[config.mk]
export PLATFORM = sky130hd
export DESIGN_NAME = pid_speed_pwm_controller
export DESIGN_NICKNAME = d
export VERILOG_FILES = /design/src/pidsp_pkg.sv /design/src/pid_speed_pwm_controller.sv /design/src/pidsp_cfg_regs.sv /design/src/pidsp_mul.sv
export SDC_FILE = /design/constraint.sdc
export NUM_CORES = 2
export LEC_CHECK = 0
export BUFFER_PORTS_ARGS = -buffer_cell sky130_fd_sc_hd__clkbuf_2
export CAP_MARGIN = 0
export CORE_MARGIN = 1
export CORE_UTILIZATION = 45
export DETAILED_ROUTE_END_ITERATION = 10
export HOLD_SLACK_MARGIN = 0.02
export PLACE_DENSITY_LB_ADDON = 0.25
export SETUP_SLACK_MARGIN = 0.3
export SYNTH_ARGS = -nofsm -noshare
export SYNTH_HDL_FRONTEND = slang
export SYNTH_SLANG_ARGS = --single-unit
[constraint.sdc]
create_clock -name clk_i -period 7.6 [get_ports clk_i]
set_clock_uncertainty 0.1 [all_clocks]
set_input_delay 1.9 -clock clk_i [delete_from_list [all_inputs] [get_ports clk_i]]
set_output_delay 1.9 -clock clk_i [all_outputs]
set_load 0.005 [all_outputs]
[src/pidsp_pkg.sv]
// Shared types and constants for the PID speed loop with PWM output.
package pidsp_pkg;

  // Operand and product widths of the shared multiplier, and the accumulator, register and register index widths.
  localparam int unsigned MulAW  = 33;
  localparam int unsigned MulBW  = 17;
  localparam int unsigned ProdW  = MulAW + MulBW;
  localparam int unsigned AccW   = ProdW;
  localparam int unsigned RegW   = 16;
  localparam int unsigned RegIdxW = 3;

  // Register indexes of the configuration port.
  typedef enum logic [RegIdxW-1:0] {
    REG_TARGET_SPEED = 3'd0,
    REG_SPEED_SCALE  = 3'd1,
    REG_GAIN_P       = 3'd2,
    REG_GAIN_I       = 3'd3,
    REG_GAIN_D       = 3'd4,
    REG_BACK_COEFF   = 3'd5,
    REG_OUT_SCALE    = 3'd6
  } reg_idx_e;

  // Sequencer states; apart from S_IDLE, one multiply or update step each.
  typedef enum logic [3:0] {
    S_IDLE,
    S_SPEED,
    S_ERR,
    S_MUL_P,
    S_MUL_I,
    S_MUL_D,
    S_MUL_B,
    S_ACC,
    S_SCALE,
    S_OUT
  } seq_state_e;

  // Configuration register set.
  typedef struct packed {
    logic [RegW-1:0] target_speed;
    logic [RegW-1:0] speed_scale;
    logic [RegW-1:0] gain_p;
    logic [RegW-1:0] gain_i;
    logic [RegW-1:0] gain_d;
    logic [RegW-1:0] back_coeff;
    logic [RegW-1:0] out_scale;
  } cfg_t;

endpackage

[src/pid_speed_pwm_controller.sv]
// Top level of the PID speed loop: sequencer, state and result register.
//
// Usage:
// Configuration is written through cfg_we_i / cfg_idx_i / cfg_wdata_i, one
// register per cycle, while no sample is in flight. The input channel
// carries one ADC sample per word (in_valid_i, in_stall_o); the output
// channel returns one word per sample (out_valid_o, out_stall_i) holding
// the PWM compare value, the measured speed and the saturation flag.
// Every sample goes through one shared multiplier in six passes (speed,
// P, I, D, back term, output scale) under a small sequencer, and a new
// sample is taken only once the word of the last one is in the output
// register. in_stall_o is high while a sample is being worked on.
// The result sits in an output register; while the receiver stalls, the
// next sample may still be taken and worked on, and the sequencer waits in
// its last step until the register is free.
// Reset clears the configuration registers, the sequencer state, the
// integral sum, the previous error and the output valid flag.
module pid_speed_pwm_controller #(
  parameter int unsigned ADC_WIDTH  = 12,
  parameter int unsigned DUTY_WIDTH = 16
) (
  input  logic                          clk_i,
  input  logic                          rst_ni,
  input  logic                          cfg_we_i,
  input  logic [pidsp_pkg::RegIdxW-1:0] cfg_idx_i,
  input  logic [pidsp_pkg::RegW-1:0]    cfg_wdata_i,
  input  logic                          in_valid_i,
  output logic                          in_stall_o,
  input  logic [ADC_WIDTH-1:0]          adc_sample_i,
  output logic                          out_valid_o,
  input  logic                          out_stall_i,
  output logic [DUTY_WIDTH-1:0]         pwm_duty_o,
  output logic signed [15:0]            measured_speed_o,
  output logic                          clamped_o
);

  localparam int unsigned AW = pidsp_pkg::MulAW;
  localparam int unsigned BW = pidsp_pkg::MulBW;
  localparam int unsigned PW = pidsp_pkg::ProdW;
  localparam int unsigned CW = pidsp_pkg::AccW;

  pidsp_pkg::cfg_t       cfg;
  pidsp_pkg::seq_state_e state_q, state_d;

  logic [ADC_WIDTH-1:0]  adc_q;
  logic [14:0]           speed_q, speed_d;
  logic [16:0]           err_q, err_d;
  logic [17:0]           diff_q, diff_d;
  logic [31:0]           integ_q, integ_d;
  logic [16:0]           prev_q;
  logic [CW-1:0]         acc_q, acc_d;
  logic                  clamp_q, clamp_d;
  logic [32:0]           sum_w;
  logic [15:0]           speed_raw;

  logic signed [AW-1:0]  op_a;
  logic signed [BW-1:0]  op_b;
  logic signed [PW-1:0]  prod;

  logic                  out_valid_q;
  logic [DUTY_WIDTH-1:0] duty_q, duty_d;
  logic [15:0]           mspeed_q;
  logic                  oclamp_q, oclamp_d;
  logic                  load_out;
  logic [31:0]           scaled;

  pidsp_cfg_regs u_regs (
    .clk_i       (clk_i),
    .rst_ni      (rst_ni),
    .cfg_we_i    (cfg_we_i),
    .cfg_idx_i   (cfg_idx_i),
    .cfg_wdata_i (cfg_wdata_i),
    .cfg_o       (cfg)
  );

  pidsp_mul u_mul (
    .clk_i  (clk_i),
    .op_a_i (op_a),
    .op_b_i (op_b),
    .prod_o (prod)
  );

  // Speed, error, difference and saturating sum from the speed product.
  always_comb begin
    speed_raw = prod[31:16];
    speed_d   = speed_raw[15] ? 15'h7fff : speed_raw[14:0];
    err_d     = {cfg.target_speed[15], cfg.target_speed} - {2'b00, speed_d};
    diff_d    = {err_d[16], err_d} - {prev_q[16], prev_q};
    sum_w     = {integ_q[31], integ_q} + {{16{err_d[16]}}, err_d};
    integ_d   = sum_w[31:0];
    if (sum_w[32] != sum_w[31]) begin
      integ_d = sum_w[32] ? 32'h8000_0000 : 32'h7fff_ffff;
    end
  end

  // Operand selection for the shared multiplier.
  always_comb begin
    op_a = '0;
    op_b = '0;
    case (state_q)
      pidsp_pkg::S_SPEED: begin
        op_a = {{(AW-ADC_WIDTH){1'b0}}, adc_q};
        op_b = {1'b0, cfg.speed_scale};
      end
      pidsp_pkg::S_MUL_P: begin
        op_a = {{(AW-17){err_q[16]}}, err_q};
        op_b = {cfg.gain_p[15], cfg.gain_p};
      end
      pidsp_pkg::S_MUL_I: begin
        op_a = {integ_q[31], integ_q};
        op_b = {cfg.gain_i[15], cfg.gain_i};
      end
      pidsp_pkg::S_MUL_D: begin
        op_a = {{(AW-18){diff_q[17]}}, diff_q};
        op_b = {cfg.gain_d[15], cfg.gain_d};
      end
      pidsp_pkg::S_MUL_B: begin
        op_a = {{(AW-15){1'b0}}, speed_q};
        op_b = {cfg.back_coeff[15], cfg.back_coeff};
      end
      pidsp_pkg::S_SCALE: begin
        op_a = {1'b0, acc_q[31:0]};
        op_b = {1'b0, cfg.out_scale};
      end
      default: begin
        op_a = '0;
        op_b = '0;
      end
    endcase
  end

  // Duty from the corrected output and its scaled product.
  always_comb begin
    scaled   = prod[47:16];
    duty_d   = scaled[DUTY_WIDTH-1:0];
    oclamp_d = clamp_q;
    if (cfg.out_scale == '0) begin
      duty_d = '0;
    end else if (acc_q[CW-1]) begin
      duty_d   = '0;
      oclamp_d = 1'b1;
    end else if ((|acc_q[CW-2:32]) || (|(scaled >> DUTY_WIDTH))) begin
      duty_d   = '1;
      oclamp_d = 1'b1;
    end
  end

  // Sequencer: next state, accumulator and step updates.
  always_comb begin
    state_d    = state_q;
    acc_d      = acc_q;
    clamp_d    = clamp_q;
    load_out   = 1'b0;
    in_stall_o = 1'b1;
    case (state_q)
      pidsp_pkg::S_IDLE: begin
        in_stall_o = 1'b0;
        if (in_valid_i) begin
          state_d = pidsp_pkg::S_SPEED;
        end
      end
      pidsp_pkg::S_SPEED: state_d = pidsp_pkg::S_ERR;
      pidsp_pkg::S_ERR: begin
        clamp_d = (sum_w[32] != sum_w[31]);
        state_d = pidsp_pkg::S_MUL_P;
      end
      pidsp_pkg::S_MUL_P: begin
        acc_d   = '0;
        state_d = pidsp_pkg::S_MUL_I;
      end
      pidsp_pkg::S_MUL_I: begin
        acc_d   = acc_q + prod;
        state_d = pidsp_pkg::S_MUL_D;
      end
      pidsp_pkg::S_MUL_D: begin
        acc_d   = acc_q + prod;
        state_d = pidsp_pkg::S_MUL_B;
      end
      pidsp_pkg::S_MUL_B: begin
        acc_d   = acc_q + prod;
        state_d = pidsp_pkg::S_ACC;
      end
      pidsp_pkg::S_ACC: begin
        acc_d   = acc_q - prod;
        state_d = pidsp_pkg::S_SCALE;
      end
      pidsp_pkg::S_SCALE: state_d = pidsp_pkg::S_OUT;
      pidsp_pkg::S_OUT: begin
        if (!out_valid_q || !out_stall_i) begin
          load_out = 1'b1;
          state_d  = pidsp_pkg::S_IDLE;
        end
      end
      default: state_d = pidsp_pkg::S_IDLE;
    endcase
  end

  always_ff @(posedge clk_i or negedge rst_ni) begin
    if (!rst_ni) begin
      state_q <= pidsp_pkg::S_IDLE;
    end else begin
      state_q <= state_d;
    end
  end

  // Loop state: integral sum and previous error, updated once per sample.
  always_ff @(posedge clk_i or negedge rst_ni) begin
    if (!rst_ni) begin
      integ_q <= '0;
      prev_q  <= '0;
    end else if (state_q == pidsp_pkg::S_ERR) begin
      integ_q <= integ_d;
      prev_q  <= err_d;
    end
  end

  // Working registers of the current sample.
  always_ff @(posedge clk_i) begin
    if (state_q == pidsp_pkg::S_IDLE && in_valid_i) begin
      adc_q <= adc_sample_i;
    end
    if (state_q == pidsp_pkg::S_ERR) begin
      speed_q <= speed_d;
      err_q   <= err_d;
      diff_q  <= diff_d;
    end
    acc_q   <= acc_d;
    clamp_q <= clamp_d;
  end

  // Output register; it is freed when the receiver takes the word.
  always_ff @(posedge clk_i or negedge rst_ni) begin
    if (!rst_ni) begin
      out_valid_q <= 1'b0;
    end else if (load_out) begin
      out_valid_q <= 1'b1;
    end else if (!out_stall_i) begin
      out_valid_q <= 1'b0;
    end
  end

  always_ff @(posedge clk_i) begin
    if (load_out) begin
      duty_q   <= duty_d;
      mspeed_q <= {1'b0, speed_q};
      oclamp_q <= oclamp_d;
    end
  end

  assign out_valid_o      = out_valid_q;
  assign pwm_duty_o       = duty_q;
  assign measured_speed_o = mspeed_q;
  assign clamped_o        = oclamp_q;

endmodule

[src/pidsp_cfg_regs.sv]
// Configuration register file of the PID speed loop.
module pidsp_cfg_regs (
  input  logic                           clk_i,
  input  logic                           rst_ni,
  input  logic                           cfg_we_i,
  input  logic [pidsp_pkg::RegIdxW-1:0]  cfg_idx_i,
  input  logic [pidsp_pkg::RegW-1:0]     cfg_wdata_i,
  output pidsp_pkg::cfg_t                cfg_o
);

  pidsp_pkg::cfg_t cfg_q, cfg_d;

  // Decode the index; an unknown index leaves the set unchanged.
  always_comb begin
    cfg_d = cfg_q;
    if (cfg_we_i) begin
      case (pidsp_pkg::reg_idx_e'(cfg_idx_i))
        pidsp_pkg::REG_TARGET_SPEED: cfg_d.target_speed = cfg_wdata_i;
        pidsp_pkg::REG_SPEED_SCALE:  cfg_d.speed_scale  = cfg_wdata_i;
        pidsp_pkg::REG_GAIN_P:       cfg_d.gain_p       = cfg_wdata_i;
        pidsp_pkg::REG_GAIN_I:       cfg_d.gain_i       = cfg_wdata_i;
        pidsp_pkg::REG_GAIN_D:       cfg_d.gain_d       = cfg_wdata_i;
        pidsp_pkg::REG_BACK_COEFF:   cfg_d.back_coeff   = cfg_wdata_i;
        pidsp_pkg::REG_OUT_SCALE:    cfg_d.out_scale    = cfg_wdata_i;
        default:                     cfg_d = cfg_q;
      endcase
    end
  end

  always_ff @(posedge clk_i or negedge rst_ni) begin
    if (!rst_ni) begin
      cfg_q <= '0;
    end else begin
      cfg_q <= cfg_d;
    end
  end

  assign cfg_o = cfg_q;

endmodule

[src/pidsp_mul.sv]
// Shared signed multiplier with a registered product.
module pidsp_mul (
  input  logic                              clk_i,
  input  logic signed [pidsp_pkg::MulAW-1:0] op_a_i,
  input  logic signed [pidsp_pkg::MulBW-1:0] op_b_i,
  output logic signed [pidsp_pkg::ProdW-1:0] prod_o
);

  logic signed [pidsp_pkg::ProdW-1:0] prod_d, prod_q;

  // Full-width signed product; both operands arrive already extended.
  always_comb begin
    prod_d = pidsp_pkg::ProdW'(op_a_i) * pidsp_pkg::ProdW'(op_b_i);
  end

  always_ff @(posedge clk_i) begin
    prod_q <= prod_d;
  end

  assign prod_o = prod_q;

endmodule
==> impl_metrics.ini <==
[status]
status = finished with violations
violations = negative setup slack

[drt]
drt_iter0_markers = 2938
dr_total_vias = 32126
remaining_drc_errors = 0
vias_per_cell = 5.583
firstDrtPassIters = 5
ant_nets = 0
wire_per_inst_um = 22.54
routed_wl_mm = 129.7

[sta]
finalSetupViolations = 6
finalMaxSlewViolations = 0
final.period_utilization_pct = 102.1
worst_pin_slew_ns = 1.042
rsz0062_at_grt = true
setup_ws_ns = -0.1566
hold_violations = 0
fmax_ghz = 0.1289
max_slew_margin_pct = 30.31
period_needed_ns = 7.757
hold_slack_ns = 0.3859

[yosys]
synth-edff-count = 145
yosysUniqueCellTypes = 83
synth_ff_type = dfrtp_1
synthArstFlopShare_pct = 45.98
syn-cell-area_mm2 = 0.03913
yosys_warnings = 0
synth_fp_nets = 4881
ys_seq_area_share_pct = 24.30
avgSynthCellArea_um2 = 9.605
synth.ff_latch_count = 361
syn_inst = 4074

[global_routing]
grt_pass1_vias = 32815
grt_first_pass_wirelength_mm = 198.0
groute.usage.overall_pct = 29.35
antenna_found_initial = 3
grt_overflow_total = 0
grt_max_degree = 69

[clock_tree]
htreeDepth = 2
cts.clk_slew.worst_paths_ns = 0.07
clkSinkCount = 361
cts_made_buffers = 42
clockBufferDepth = 3
cts_root_buf = clkbuf_16
clk_latency_ns = 0.63
cts_tree = done

[setup_path]
slowest_stage = or4_4
crit_type = flip-flop to flip-flop
reg2reg_from = state_q[0]$_DFFE_PN0P_
path_common_cell = fa_1
critical-path-top-delay-family = adder cells
worstRegToRegCells = 28
end_kind = flip-flop
critPathBufInv = 10
ff2ff_setup_slack_ns = -0.16
critical_path.max_fanout = 10
worstPathArrival_ns = 8.12
cpPeakStageDelay_ns = 0.61
required_ns = 7.96
rr_endpoint = u_mul.prod_o[35]$_DFF_P_
setup.worst_path.start_class = flip-flop

[die]
rows = 107
chipHeight_um = 296.9
ioPinCount = 71
die_w_um = 296.9
die_area_mm2 = 0.08813
initial_core_util_pct = 45.67
core_area_mm2 = 0.08568

[finish]
fin_nets = 5383
syn_to_final_growth_pct = 25.52
drive_above_1_share_pct = 25.44
diodes = 0

[place]
dp_hpwl_mm = 100.9
gp_congestion = 0.9558
port_buffers = 69

[run]
cap_viol_max_count = 0

[worst_hold_path]
whs_path_depth = 0
min_path_type = flip-flop to flip-flop
hold_start = speed_q[3]$_DFFE_PP_
min_to = measured_speed_o[3]$_DFFE_PP_
==> cell usage after synthesis (all sizes together), types with 21 or more instances <==
master,count,area [um^2]
a22oi,82,615.6
nor3,44,231.5
nand2,363,1365
o21ai,132,668.2
dfxtp,50,1001
and3,35,219.0
a221oi,26,227.7
nand2b,38,237.7
a21o,74,555.5
a221o,21,210.2
a31oi,23,143.9
fa,540,10810
xnor2,110,963.4
nand3,52,260.3
and2,24,150.1
or2,28,175.2
xor2,80,700.7
o21bai,30,229.0
nand4,21,137.6
mux2,124,1396
nor2,446,1674
a21oi,152,760.7
clkbuf,153,574.3
inv,628,2357
ha,231,2890
edfxtp,145,4354
dfrtp,166,4154
maj3,27,270.3
o21a,30,225.2
==> worst max-delay path by stage <==
stage                     cells after the start                    from                  endpoint
final                                        28  state_q[0]$_DFFE_PN0P_  u_mul.prod_o[35]$_DFF_P_
after global routing                         29  state_q[0]$_DFFE_PN0P_  u_mul.prod_o[43]$_DFF_P_
after CTS                                    30  state_q[0]$_DFFE_PN0P_  u_mul.prod_o[43]$_DFF_P_
after detailed placement                     28  state_q[3]$_DFFE_PN0P_  u_mul.prod_o[40]$_DFF_P_
after global placement                       30  state_q[1]$_DFFE_PN0P_  u_mul.prod_o[49]$_DFF_P_
after floorplan                              30  state_q[2]$_DFFE_PN0P_  u_mul.prod_o[43]$_DFF_P_
==> layout by cell type (no fill, tap or decap), types with 103 or more instances in the layout <==
| cell type | netlist | final |
|---|---|---|
| ha_1 | 231 | 207 |
| inv_1 | 628 | 590 |
| buf_4 | 1 | 414 |
| xnor2_1 | 110 | 103 |
| nor2_1 | 446 | 416 |
| a21oi_1 | 152 | 129 |
| nand2_1 | 362 | 350 |
| mux2_2 | 124 | 124 |
| dfrtp_1 | 166 | 162 |
| fa_1 | 540 | 499 |
| o21ai_0 | 122 | 109 |
| edfxtp_1 | 145 | 145 |
==> kinds of logic (layout without fill, tap and decap cells) <==
| family | count (synthesis) | after routing | share of synthesized area [%] |
|---|---|---|---|
| AND/OR/NAND/NOR | 1125 | 1125 | 12.80 |
| buffers and inverters | 794 | 1330 | 7.668 |
| AO/OA/AOI/OAI | 681 | 681 | 11.69 |
| adder cells (fa/ha/maj) | 798 | 798 | 35.70 |
| other | 1 | 1 | 0.009584 |
| flip-flops | 361 | 361 | 24.30 |
| multiplexers | 124 | 124 | 3.569 |
| XOR/XNOR | 190 | 190 | 4.253 |
==> cell type report <==
class | count | area [um^2]
clock buffers | 59 | 1259
repair buffers | 623 | 5864
inverters | 629 | 2364
well taps | 1144 | 1431
multi-input cells | 2919 | 28450
flip-flops and latches | 361 | 9514
fillers | 7345 | 36570
clock inverters | 19 | 236.5
==> per-layer routing <==
layer	GRT usage (%)	vias to the layer above	share of wire (%)
li1	-	14406	-
met1	42.41	16124	43
met2	44.39	1342	44
met3	5.618	254	9.2
met4	9.229	0	4.0
met5	0	-	0
==> worst reg2reg max path: cells and delay by family, from the launching register on <==
| kind | cells | cell delay [ns] |
|---|---|---|
| flip-flops | 1 | 0.46 |
| XOR/XNOR | 1 | 0.14 |
| adder cells (fa/ha/maj) | 7 | 3.34 |
| buffers and inverters | 10 | 1.04 |
| AO/OA/AOI/OAI | 3 | 0.84 |
| AND/OR/NAND/NOR | 7 | 1.67 |
==> registers in the layout, summed over array words and instances, names as in the netlist <==
| signal | count |
|---|---|
| u_regs.cfg_o | 112 |
| acc_q | 50 |
| u_mul.prod_o | 50 |
| integ_q | 32 |
| diff_q | 18 |
| err_q | 17 |
| prev_q | 17 |
| pwm_duty_o | 16 |
| measured_speed_o | 15 |
| speed_q | 15 |
| adc_q | 12 |
| state_q | 4 |
| clamp_q | 1 |
| clamped_o | 1 |
| out_valid_o | 1 |
==> per-stage QoR <==
stage	area [um^2]	setup TNS [ns]	cells	util, %	worst slack [ns]
6_report	49120	-0.4021	5754	57.32	-0.1566
5_1_grt	49120	-1.936	5754	57.32	-0.3346
4_1_cts	47600	0	5704	55.55	0.002680
3_5_place_dp	44700	-2.418	5567	52.17	-0.4165
3_3_place_gp	44700	-2.165	5567	52.17	-0.3202
2_1_floorplan	39560	0	4074	-	0.2499
==> what timing repair did <==
item                                    4_1_cts  5_1_grt
gates resized for setup                     194      225
hold buffers                                  0        0
endpoints found under the setup margin       27       42
pin swaps                                    65      117
buffers inserted                             55       41
gates cloned                                  4        9
Power is left out: the tool's default activity adds up to more than one toggle a clock period on the data nets, which glitch-free logic cannot reach.
